**config.mk**
```make
export PLATFORM = sky130hd
export DESIGN_NAME = uart_rx_fifo_start_filter_core_flat
export DESIGN_NICKNAME = d
export VERILOG_FILES = /design/src/hw/rtl/ursf_pkg.sv /design/src/hw/rtl/ursf_in_if.sv /design/src/hw/rtl/ursf_out_if.sv /design/src/hw/rtl/ursf_ctrl.sv /design/src/hw/rtl/ursf_dp.sv /design/src/hw/rtl/uart_rx_fifo_start_filter_core.sv /design/src/flat_wrapper.sv
export SDC_FILE = /design/constraint.sdc
export NUM_CORES = 1
export LEC_CHECK = 0
export CAP_MARGIN = 5
export CORE_MARGIN = 1.5
export CORE_UTILIZATION = 60
export DETAILED_ROUTE_END_ITERATION = 10
export DONT_BUFFER_PORTS = 1
export GPL_TIMING_DRIVEN = 0
export HOLD_SLACK_MARGIN = 0.06
export PLACE_DENSITY = 0.8
export SLEW_MARGIN = 20
export SYNTH_ARGS = -nofsm -noshare
export SYNTH_HDL_FRONTEND = slang
export SYNTH_SLANG_ARGS = --single-unit
```
**constraint.sdc**
```tcl
create_clock -name clk -period 3.3 [get_ports clk]
set_input_delay 0.495 -clock clk [delete_from_list [all_inputs] [get_ports clk]]
set_output_delay 0.495 -clock clk [all_outputs]
set_load 0.05 [all_outputs]
```
**src/hw/rtl/ursf_pkg.sv**
```systemverilog
// Package for the UART receive buffer with frame-start filter.
// Holds depth, widths, character codes, op codes and controller types; no dependencies.
`timescale 1ns / 1ps

package ursf_pkg;

    localparam int DEPTH  = 128;
    localparam int PTR_W  = $clog2(DEPTH);
    localparam int CNT_W  = PTR_W;
    localparam int FILL_W = 7;
    localparam int BYTE_W = 8;

    localparam logic [PTR_W-1:0] PTR_LAST = PTR_W'(DEPTH - 1);
    localparam logic [CNT_W-1:0] CNT_LAST = CNT_W'(DEPTH - 1);

    localparam logic [BYTE_W-1:0] CH_AT      = 8'h40;
    localparam logic [BYTE_W-1:0] CH_DOLLAR  = 8'h24;
    localparam logic [BYTE_W-1:0] CH_PERCENT = 8'h25;
    localparam logic [BYTE_W-1:0] CH_CR      = 8'h0D;

    typedef enum logic [1:0] {
        OP_RX    = 2'd0,
        OP_READ  = 2'd1,
        OP_CLEAR = 2'd2
    } op_t;

    typedef enum logic {
        ST_IDLE,
        ST_LOAD
    } state_t;

    // Commands from controller to datapath.
    typedef struct packed {
        logic exec;
        logic load;
    } dp_cmd_t;

endpackage

```
**src/hw/rtl/ursf_in_if.sv**
```systemverilog
// Request channel: valid/ready handshake carrying one event word.
// Depends on nothing.
`timescale 1ns / 1ps

interface ursf_in_if;
    logic       valid;
    logic       ready;
    logic [1:0] op;
    logic [7:0] rx_byte;
    logic       framing_fault;
    logic       parity_fault;
    logic       overrun_error;
    logic       transmit_busy;

    modport source (
        output valid, op, rx_byte, framing_fault, parity_fault, overrun_error, transmit_busy,
        input  ready
    );
    modport sink (
        input  valid, op, rx_byte, framing_fault, parity_fault, overrun_error, transmit_busy,
        output ready
    );
    modport monitor (
        input valid, ready, op, rx_byte, framing_fault, parity_fault, overrun_error,
              transmit_busy
    );
endinterface

```
**src/hw/rtl/ursf_out_if.sv**
```systemverilog
// Response channel: valid/ready handshake carrying one result word.
// Depends on nothing.
`timescale 1ns / 1ps

interface ursf_out_if;
    logic       valid;
    logic       ready;
    logic       read_valid;
    logic [7:0] read_byte;
    logic       byte_stored;
    logic [6:0] fill_count;
    logic       line_ready;
    logic       overflowed;

    modport source (
        output valid, read_valid, read_byte, byte_stored, fill_count, line_ready, overflowed,
        input  ready
    );
    modport sink (
        input  valid, read_valid, read_byte, byte_stored, fill_count, line_ready, overflowed,
        output ready
    );
    modport monitor (
        input valid, ready, read_valid, read_byte, byte_stored, fill_count, line_ready,
              overflowed
    );
endinterface

```
**src/hw/rtl/ursf_ctrl.sv**
```systemverilog
// Controller: sequences accept, execute and result load; owns the response valid.
// Depends on ursf_pkg.
`timescale 1ns / 1ps

module ursf_ctrl (
    input  logic               clk,
    input  logic               rst_n,
    input  logic               req_valid,
    output logic               req_ready,
    output logic               rsp_valid,
    input  logic               rsp_ready,
    output ursf_pkg::dp_cmd_t  cmd
);

    ursf_pkg::state_t state_reg;
    ursf_pkg::state_t state_next;
    logic             out_valid_reg;
    logic             out_valid_next;
    logic             slot_free;

    always_ff @(posedge clk or negedge rst_n)
    begin
        if (!rst_n)
        begin
            state_reg     <= ursf_pkg::ST_IDLE;
            out_valid_reg <= 1'b0;
        end
        else
        begin
            state_reg     <= state_next;
            out_valid_reg <= out_valid_next;
        end
    end

    always_comb
    begin
        state_next = state_reg;
        req_ready  = 1'b0;
        cmd.exec   = 1'b0;
        cmd.load   = 1'b0;
        // Output slot is free if empty or being drained this cycle.
        slot_free  = !out_valid_reg || rsp_ready;
        case (state_reg)
            ursf_pkg::ST_IDLE:
            begin
                req_ready = 1'b1;
                if (req_valid)
                begin
                    cmd.exec   = 1'b1;
                    state_next = ursf_pkg::ST_LOAD;
                end
            end
            ursf_pkg::ST_LOAD:
            begin
                // Hold the result until the output register can take it.
                if (slot_free)
                begin
                    cmd.load   = 1'b1;
                    state_next = ursf_pkg::ST_IDLE;
                end
            end
            default:
            begin
                state_next = ursf_pkg::ST_IDLE;
            end
        endcase

        if (cmd.load)
            out_valid_next = 1'b1;
        else if (rsp_ready)
            out_valid_next = 1'b0;
        else
            out_valid_next = out_valid_reg;
    end

    assign rsp_valid = out_valid_reg;

endmodule

```
**src/hw/rtl/ursf_dp.sv**
```systemverilog
// Datapath: byte ring memory, pointers, count, sticky flags and result register.
// Depends on ursf_pkg.
`timescale 1ns / 1ps

module ursf_dp (
    input  logic                          clk,
    input  logic                          rst_n,
    input  ursf_pkg::dp_cmd_t             cmd,
    input  logic [1:0]                    op,
    input  logic [ursf_pkg::BYTE_W-1:0]   rx_byte,
    input  logic                          framing_fault,
    input  logic                          parity_fault,
    input  logic                          overrun_error,
    input  logic                          transmit_busy,
    output logic                          read_valid,
    output logic [ursf_pkg::BYTE_W-1:0]   read_byte,
    output logic                          byte_stored,
    output logic [ursf_pkg::FILL_W-1:0]   fill_count,
    output logic                          line_ready,
    output logic                          overflowed
);

    logic [ursf_pkg::BYTE_W-1:0] mem [ursf_pkg::DEPTH];

    logic [ursf_pkg::PTR_W-1:0]  wp_reg, wp_next;
    logic [ursf_pkg::PTR_W-1:0]  rp_reg, rp_next;
    logic [ursf_pkg::CNT_W-1:0]  count_reg, count_next;
    logic                        line_reg, line_next;
    logic                        ovf_reg, ovf_next;

    logic [ursf_pkg::BYTE_W-1:0] rdata_reg;
    logic                        rvalid_reg;
    logic                        stored_reg;

    logic                        out_rvalid_reg;
    logic [ursf_pkg::BYTE_W-1:0] out_rbyte_reg;
    logic                        out_stored_reg;
    logic [ursf_pkg::FILL_W-1:0] out_fill_reg;
    logic                        out_line_reg;
    logic                        out_ovf_reg;

    ursf_pkg::op_t               op_code;
    logic                        is_start;
    logic                        drop;
    logic                        wr_en;
    logic                        rd_en;
    logic                        clr;

    always_comb
    begin
        op_code  = ursf_pkg::op_t'(op);
        is_start = (rx_byte == ursf_pkg::CH_AT) || (rx_byte == ursf_pkg::CH_DOLLAR) ||
                   (rx_byte == ursf_pkg::CH_PERCENT);
        drop     = ((count_reg == '0) && !is_start) || transmit_busy ||
                   framing_fault || parity_fault || overrun_error;
        wr_en    = 1'b0;
        rd_en    = 1'b0;
        clr      = 1'b0;
        if (cmd.exec)
        begin
            case (op_code)
                ursf_pkg::OP_RX:    wr_en = !drop;
                ursf_pkg::OP_READ:  rd_en = (count_reg != '0);
                ursf_pkg::OP_CLEAR: clr   = 1'b1;
                default:            clr   = 1'b0;
            endcase
        end

        wp_next    = wp_reg;
        rp_next    = rp_reg;
        count_next = count_reg;
        line_next  = line_reg;
        ovf_next   = ovf_reg;

        if (wr_en)
        begin
            wp_next = (wp_reg == ursf_pkg::PTR_LAST) ? '0 : wp_reg + 1'b1;
            // Count falls back to zero at full depth and marks the overflow.
            if (count_reg == ursf_pkg::CNT_LAST)
            begin
                count_next = '0;
                ovf_next   = 1'b1;
            end
            else
            begin
                count_next = count_reg + 1'b1;
            end
            if (rx_byte == ursf_pkg::CH_CR)
                line_next = 1'b1;
        end

        if (rd_en)
        begin
            rp_next    = (rp_reg == ursf_pkg::PTR_LAST) ? '0 : rp_reg + 1'b1;
            count_next = count_reg - 1'b1;
        end

        if (clr)
        begin
            line_next = 1'b0;
            ovf_next  = 1'b0;
        end
    end

    always_ff @(posedge clk or negedge rst_n)
    begin
        if (!rst_n)
        begin
            wp_reg    <= '0;
            rp_reg    <= '0;
            count_reg <= '0;
            line_reg  <= 1'b0;
            ovf_reg   <= 1'b0;
        end
        else
        begin
            wp_reg    <= wp_next;
            rp_reg    <= rp_next;
            count_reg <= count_next;
            line_reg  <= line_next;
            ovf_reg   <= ovf_next;
        end
    end

    // Ring memory: one write port, one registered read port.
    always_ff @(posedge clk)
    begin
        if (wr_en)
            mem[wp_reg] <= rx_byte;
        if (rd_en)
            rdata_reg <= mem[rp_reg];
    end

    always_ff @(posedge clk)
    begin
        if (cmd.exec)
        begin
            rvalid_reg <= rd_en;
            stored_reg <= wr_en;
        end
        if (cmd.load)
        begin
            out_rvalid_reg <= rvalid_reg;
            out_rbyte_reg  <= rvalid_reg ? rdata_reg : '0;
            out_stored_reg <= stored_reg;
            out_fill_reg   <= ursf_pkg::FILL_W'(count_reg);
            out_line_reg   <= line_reg;
            out_ovf_reg    <= ovf_reg;
        end
    end

    assign read_valid  = out_rvalid_reg;
    assign read_byte   = out_rbyte_reg;
    assign byte_stored = out_stored_reg;
    assign fill_count  = out_fill_reg;
    assign line_ready  = out_line_reg;
    assign overflowed  = out_ovf_reg;

endmodule

```
**src/hw/rtl/uart_rx_fifo_start_filter_core.sv**
```systemverilog
// Channel  Dir  Word
// -------  ---  ----------------------------------------------------------------
// req      in   op, rx_byte, framing_fault, parity_fault, overrun_error, transmit_busy
// rsp      out  read_valid, read_byte, byte_stored, fill_count, line_ready, overflowed
//
// One event at a time: accepted in ST_IDLE (state update, memory write or read issued),
// result loaded into the output register from ST_LOAD once the output slot is free; the
// registered read port of the byte memory is why the load is a separate step.
// req.ready is low while an event is in flight; the next event is accepted while a result
// still waits in the output register; rsp stalls delay its load and the next accept.
// Asynchronous reset clears pointers, count and flags; no clearing pass on the memory.
//
// Top level: joins the controller and the datapath. Depends on ursf_pkg, ursf_in_if,
// ursf_out_if, ursf_ctrl and ursf_dp.
`timescale 1ns / 1ps

module uart_rx_fifo_start_filter_core (
    input  logic              clk,
    input  logic              rst_n,
    ursf_in_if.sink           req,
    ursf_out_if.source        rsp
);

    ursf_pkg::dp_cmd_t cmd;

    ursf_ctrl u_ctrl (
        .clk       (clk),
        .rst_n     (rst_n),
        .req_valid (req.valid),
        .req_ready (req.ready),
        .rsp_valid (rsp.valid),
        .rsp_ready (rsp.ready),
        .cmd       (cmd)
    );

    ursf_dp u_dp (
        .clk           (clk),
        .rst_n         (rst_n),
        .cmd           (cmd),
        .op            (req.op),
        .rx_byte       (req.rx_byte),
        .framing_fault (req.framing_fault),
        .parity_fault  (req.parity_fault),
        .overrun_error (req.overrun_error),
        .transmit_busy (req.transmit_busy),
        .read_valid    (rsp.read_valid),
        .read_byte     (rsp.read_byte),
        .byte_stored   (rsp.byte_stored),
        .fill_count    (rsp.fill_count),
        .line_ready    (rsp.line_ready),
        .overflowed    (rsp.overflowed)
    );

endmodule

```
**src/flat_wrapper.sv**
```systemverilog
// flat-port wrapper written by rule: the top's interface ports become plain ports
module uart_rx_fifo_start_filter_core_flat 
  (clk, rst_n, req_valid, req_op, req_rx_byte, req_framing_fault, req_parity_fault, req_overrun_error, req_transmit_busy, req_ready, rsp_valid, rsp_read_valid, rsp_read_byte, rsp_byte_stored, rsp_fill_count, rsp_line_ready, rsp_overflowed, rsp_ready);
  ursf_in_if req_i ();
  ursf_out_if rsp_i ();
  input  logic clk;
  input  logic rst_n;
  input wire logic [$bits(req_i.valid)-1:0] req_valid;
  input wire logic [$bits(req_i.op)-1:0] req_op;
  input wire logic [$bits(req_i.rx_byte)-1:0] req_rx_byte;
  input wire logic [$bits(req_i.framing_fault)-1:0] req_framing_fault;
  input wire logic [$bits(req_i.parity_fault)-1:0] req_parity_fault;
  input wire logic [$bits(req_i.overrun_error)-1:0] req_overrun_error;
  input wire logic [$bits(req_i.transmit_busy)-1:0] req_transmit_busy;
  output wire logic [$bits(req_i.ready)-1:0] req_ready;
  output wire logic [$bits(rsp_i.valid)-1:0] rsp_valid;
  output wire logic [$bits(rsp_i.read_valid)-1:0] rsp_read_valid;
  output wire logic [$bits(rsp_i.read_byte)-1:0] rsp_read_byte;
  output wire logic [$bits(rsp_i.byte_stored)-1:0] rsp_byte_stored;
  output wire logic [$bits(rsp_i.fill_count)-1:0] rsp_fill_count;
  output wire logic [$bits(rsp_i.line_ready)-1:0] rsp_line_ready;
  output wire logic [$bits(rsp_i.overflowed)-1:0] rsp_overflowed;
  input wire logic [$bits(rsp_i.ready)-1:0] rsp_ready;
  assign req_i.valid = req_valid;
  assign req_i.op = req_op;
  assign req_i.rx_byte = req_rx_byte;
  assign req_i.framing_fault = req_framing_fault;
  assign req_i.parity_fault = req_parity_fault;
  assign req_i.overrun_error = req_overrun_error;
  assign req_i.transmit_busy = req_transmit_busy;
  assign req_ready = req_i.ready;
  assign rsp_valid = rsp_i.valid;
  assign rsp_read_valid = rsp_i.read_valid;
  assign rsp_read_byte = rsp_i.read_byte;
  assign rsp_byte_stored = rsp_i.byte_stored;
  assign rsp_fill_count = rsp_i.fill_count;
  assign rsp_line_ready = rsp_i.line_ready;
  assign rsp_overflowed = rsp_i.overflowed;
  assign rsp_i.ready = rsp_ready;
  uart_rx_fifo_start_filter_core u_core (.clk(clk), .rst_n(rst_n), .req(req_i), .rsp(rsp_i));
endmodule
```
# --- Word-level counts from Yosys, hierarchy flattened ---
# Memories as Yosys holds them, arrays and structs flattened. A register that Yosys moved wholly into a read port is not among the register bits.
# Index checks and enable logic that the tools add are counted.
totals:
  reg_bits: 46
  ramBits: 1024
  in_bits: 18
  mem_count: 1
mem_list:
  columns: ["name", "words", "width", "rd", "rd_clocked_by_memory_dff", "wr", "line", "text"]
  rows:
  - ["u_core.u_dp.mem", 128, 8, 1, 1, 1, "ursf_dp.sv:23", "logic [ursf_pkg::BYTE_W-1:0] mem [ursf_pkg::DEPTH];"]
op_classes:
  addsub: 4
  n_eq_ne: 9
  muxes: 28
  n_bitwise: 1
  n_reduce_logical: 21
ops:
  columns: ["op", "count"]
  rows:
  - ["$mux W7", 5]
  - ["$mux W1", 22]
  - ["$add A7 B1 Y7 const B", 3]
  - ["$eq A7 B7 Y1 const B", 3]
  - ["$eq A8 B6 Y1 const B", 2]
  - ["$reduce_bool A2 Y1", 5]
  - ["$eq A8 B4 Y1 const B", 1]
  - ["$eq A8 B7 Y1 const B", 1]
  - ["$logic_not A7 Y1", 1]
  - ["$logic_or A1 B1 Y1", 7]
  - ["$reduce_bool A7 Y1", 1]
  - ["$sub A7 B1 Y7 const B", 1]
  - ["$reduce_and A2 Y1", 2]
  - ["$logic_not A1 Y1", 3]
  - ["$eq A2 B1 Y1 const B", 1]
  - ["$eq A2 B2 Y1 const B", 1]
  - ["$logic_not A2 Y1", 1]
  - ["$pmux W1 S2", 1]
  - ["$logic_and A1 B1 Y1", 1]
  - ["$not A1 Y1", 1]

# --- Longest topological paths before layout ---
logic_depth:
  depth_word: 14
  depth_mapped: 11

# --- Modules after synthesis ---
# Synthesis repeated with hierarchy kept, for this count alone.
hier_totals:
  cells_unflattened: 2112
  area_unflattened_um2: 42249.3
by_module_without_submodules:
  columns: ["module", "n_inst", "cells_each", "area_each_um2", "seq_area_each_um2"]
  rows:
  - ["ursf_dp", 1, 2103, 42147.9, 32195.9]
  - ["ursf_ctrl", 1, 9, 101.3, 50.0]

# --- Worst setup path before layout ---
# No wires, ideal clock.
synth_timing:
  kind: "input to register"
  from: "input req_rx_byte[0]"
  to: "memory u_core.u_dp.mem[57][0] (netlist name), enable pin"
  setup_time_ns: 0.371
  arrival_time_ns: 2.609
  slack_ns: 0.320
  cell_stages: 7
  path_cell_list: "or4b_4 > a211oi_4 > o21ai_2 > or4b_1 > clkbuf_1 > buf_2 > nor2_1"
synth_via:
  elab_chain_cells: 14
  elab_cells_between_ends: 16
  cone_classes: "3 x eq/ne; 4 x mux; 9 x reduce/logical"
synth_rtl:
  columns: ["element", "line", "text"]
  rows:
  - ["start, declared", "flat_wrapper.sv:10", "input wire logic [$bits(req_i.rx_byte)-1:0] req_rx_byte;"]
  - ["$eq A8 B7 Y1 / $eq A8 B6 Y1 (equally long branches)", "ursf_dp.sv:52", "is_start = (rx_byte == ursf_pkg::CH_AT) || (rx_byte == ursf_pkg::CH_DOLLAR) ||"]
  - ["$logic_or A1 B1 Y1", "ursf_dp.sv:52", null]
  - ["$logic_or A1 B1 Y1 *", "ursf_dp.sv:52", null]
  - ["$logic_not A1 Y1 *", "ursf_dp.sv:54", "drop = ((count_reg == '0) && !is_start) || transmit_busy ||"]
  - ["$logic_and A1 B1 Y1 *", "ursf_dp.sv:54", null]
  - ["$logic_or A1 B1 Y1 * (2 in a row)", "ursf_dp.sv:54", null]
  - ["$logic_or A1 B1 Y1 * (2 in a row)", "ursf_dp.sv:55", "framing_fault || parity_fault || overrun_error;"]
  - ["$logic_not A1 Y1 *", "ursf_dp.sv:62", "ursf_pkg::OP_RX: wr_en = !drop;"]
  - ["$mux W1 *", "ursf_dp.sv:61", "case (op_code)"]
  - ["$mux W1 *", "ursf_dp.sv:59", "if (cmd.exec)"]
  - ["$mux W1 *", "ursf_dp.sv:128", "if (wr_en)"]
  - ["$mux W1 (not written as such) *", "ursf_dp.sv:129", "mem[wp_reg] <= rx_byte;"]
  - ["end, declared", "ursf_dp.sv:23", null]
# Every way passes the cells marked *; elsewhere a longest branch is shown, timed or not.

==> flow_metrics.env <==
export IMPL_status="complete, but fails checks"
export IMPL_violations="negative setup slack"
export IMPL_slowest_stage="o21ai_0"
export IMPL_synth_main_ff_cell="edfxtp_1"
export IMPL_maxSlewHeadroom_pct=30.44
export IMPL_dp_slack_ps=-1017
export IMPL_rsz0062_at_grt="true"
export IMPL_crit_family="compound AO/OA/AOI/OAI gates"
export IMPL_cp_max_fo=10
export IMPL_die_area_um2=72060
export IMPL_drc=0
export IMPL_clk_pin_slew_ps=70
export IMPL_drive_gt1_share_pct=26.32
export IMPL_clock_latency_ps=680
export IMPL_cpMostUsedCell="buf_2"
export IMPL_cts_tree="built"
export IMPL_fp_dieH_um=268.4
export IMPL_synthCells=2110
export IMPL_critPathMaxStageDelay_ps=640
export IMPL_ys_seq_area_share_pct=76.27
export IMPL_wl_per_cell_um=37.29
export IMPL_setup_viol_count_final=15
export IMPL_netlist_area_um2=42280
export IMPL_grt_start_max_net_pins=129
export IMPL_path_depth=7
export IMPL_path_class="reg2reg"
export IMPL_clock_skew_ps=34.64
export IMPL_grt_overflow=0
export IMPL_cp_data_arrival_time_ps=3910
export IMPL_cts_buffers=103
export IMPL_numPortBuffers=0
export IMPL_antenna_found_initial=5
export IMPL_cts_root_buf="clkbuf_16"
export IMPL_slew_violations=0
export IMPL_grt_pass1_vias=23118
export IMPL_die_x_um=268.4
export IMPL_largest_register_ffs=1024
export IMPL_hold_violations=0
export IMPL_crit_chain="buf_2 > buf_2 > clkbuf_2 > mux4_2 > o21ai_0 > a211oi_4 > o32a_1"
export IMPL_fin_area_um2=47980
export IMPL_synth_edf_count=1053
export IMPL_antenna_left=0
export IMPL_synth_cell_types=68
export IMPL_avgViaCountPerCell=7.171
export IMPL_dp_hpwl_um=72660
export IMPL_most_common_layout_cells="edfxtp_1, mux4_2, mux2i_1, clkbuf_16, nor2_1"
export IMPL_rows=97
export IMPL_start_util_pct=60.48
export IMPL_grt_pass1_wl_um=169500
export IMPL_routed_wl_um=121900
export IMPL_endpoint_kind="register"
export IMPL_placed_area_um2=43470
export IMPL_fmax_mhz=285.8
export IMPL_hold_path_class="in2reg"
export IMPL_power_density_nw_per_um2=767.5
export IMPL_nets=2261
export IMPL_grt_usage_pct=34.56
export IMPL_syn_avg_cell_area_um2=20.04
export IMPL_area_growth_pct=13.49
export IMPL_cts_htree_levels=3
export IMPL_maxCapViolations=0
export IMPL_ioPinCount=39
export IMPL_peakVddDrop_uv=604.1
export IMPL_worst_r2r_cell_count=7
export IMPL_place_congestion=1.010
export IMPL_core_area_um2=69910
export IMPL_timing_final_ws_setup_ps=-199.0
export IMPL_final_common_cell="edfxtp_1"
export IMPL_fill_cells=4233
export IMPL_ys_seq_elements=1078
export IMPL_clock_sinks=1078
export IMPL_synthArstFlopShare_pct=2.319
export IMPL_vias=23450
export IMPL_cp_start_kind="register"
export IMPL_cts_max_path_buffers=3
export IMPL_yosysWarnings=0
export IMPL_postSynthNetCount=2132
export IMPL_p_leak_nw=15.04
export IMPL_fin_crit_sh_pct=106.0
export IMPL_drt_first_pass_iters=7
export IMPL_crit_required_ps=3710
export IMPL_worst_pin_slew_ps=1043
export IMPL_drt_initial_drc_count=3827
export IMPL_finalCriticalPeriod_ps=3499
export IMPL_path_buf_inv=3
export IMPL_min_delay_path_depth=2
power breakdown:
group / internal, W / leakage, nW / switching (W)
Combinational: 0.00382 / 3.63 / 0.00591
Sequential: 0.0152 / 9.80 / 0.000238
Clock: 0.00661 / 1.61 / 0.00507
Total: 0.0256 / 15.0 / 0.0112
synth_stat cells (11+ instances only):
| cell | instances | area [µm²] |
|---|---|---|
| a211oi_1 | 11 | 82.58 |
| a21oi_1 | 45 | 225.2 |
| a221oi_1 | 35 | 306.5 |
| a22o_1 | 11 | 96.34 |
| a22oi_1 | 26 | 195.2 |
| and2_1 | 14 | 87.58 |
| buf_2 | 21 | 105.1 |
| buf_4 | 28 | 210.2 |
| clkbuf_1 | 61 | 229.0 |
| dfrtp_1 | 25 | 625.6 |
| edfxtp_1 | 1053 | 31620 |
| mux2_2 | 24 | 270.3 |
| mux2i_1 | 155 | 1551 |
| mux4_2 | 192 | 4324 |
| nand2_1 | 51 | 191.4 |
| nand3_1 | 20 | 100.1 |
| nor2_1 | 137 | 514.2 |
| o21ai_0 | 34 | 170.2 |
| o221ai_1 | 15 | 131.4 |
final cells by class:
cell class / instances / area (µm²) / area share (%)
diodes: 5 / 12.51 / 0.02608
plain buffers: 124 / 944.7 / 1.969
clock buffers: 126 / 2706 / 5.640
clock inverters: 65 / 589.3 / 1.228
inverters: 7 / 26.28 / 0.05476
multi-input cells: 898 / 9859 / 20.55
flip-flops and latches: 1078 / 32250 / 67.21
well taps: 940 / 1176 / 2.451
repair buffers: 27 / 417.9 / 0.8710
worst reg2reg max path, delay by kind of cell, from the launching register on:
kind            cells  cell delay [ps]
compound gates      3             1360
buf+inv             3             1100
mux                 1              440
flops               1              350
repair_timing:
| action | CTS | global route |
|---|---|---|
| setup endpoints to repair | 760 | 596 |
| gates resized for setup | 156 | 92 |
| pin swaps | 7 | 3 |
| setup buffers | 10 | 3 |
| hold buffers | 13 | 0 |
| endpoints found under the hold margin | 1051 | 0 |
routing by layer:
layer	vias up	wire length, µm	track usage, %
met1	11839	40770	45.39
li1	8985	-	-
met3	443	18010	11.62
met5	-	27	0.4730
met4	4	7613	19.27
met2	2179	55510	51.34
worst paths after layout:
check / startpoint / end / slack (ps)
max in group asynchronous: rst_n / u_core.u_dp.rp_reg[1] / 2830
worst min register to register: u_core.u_dp.count_reg[2] / u_core.u_dp.fill_count[2] / 450
worst max-delay path: u_core.u_dp.rp_reg[1] / u_core.u_dp.rdata_reg[1] / -200
min in group asynchronous: rst_n / u_core.u_dp.count_reg[0] / 280
worst max register to register: u_core.u_dp.rp_reg[1] / u_core.u_dp.rdata_reg[1] / -200
worst min-delay path: rsp_ready / u_core.u_ctrl.state_reg / 80
cell families after synthesis:
kind of cell,synth area share [%]
flip-flops,76.27
adder cells (fa/ha/maj),0.1184
multiplexers,14.54
buffers and inverters,1.681
AO/OA/AOI/OAI,3.856
XOR/XNOR,0.1865
AND/OR/NAND/NOR,3.347
through the flow:
| step | utilization [%] | hold WS [ps] | total power (W) | setup TNS [ps] | cells |
|---|---|---|---|---|---|
| after floorplan | - | 199.4 | 0.02104 | 0 | 2110 |
| after global placement | 62.16 | 200.6 | 0.02418 | -386860 | 3050 |
| after detailed placement | 62.18 | 200.5 | 0.02431 | -420200 | 3050 |
| after CTS | 68.11 | 67.46 | 0.03638 | -123.3 | 3261 |
| after global routing | 68.62 | 101.8 | 0.03736 | -3810 | 3265 |
| final | 68.64 | 76.99 | 0.03682 | -435.9 | 3270 |
Note: power is estimated with default switching activity, not from simulation.
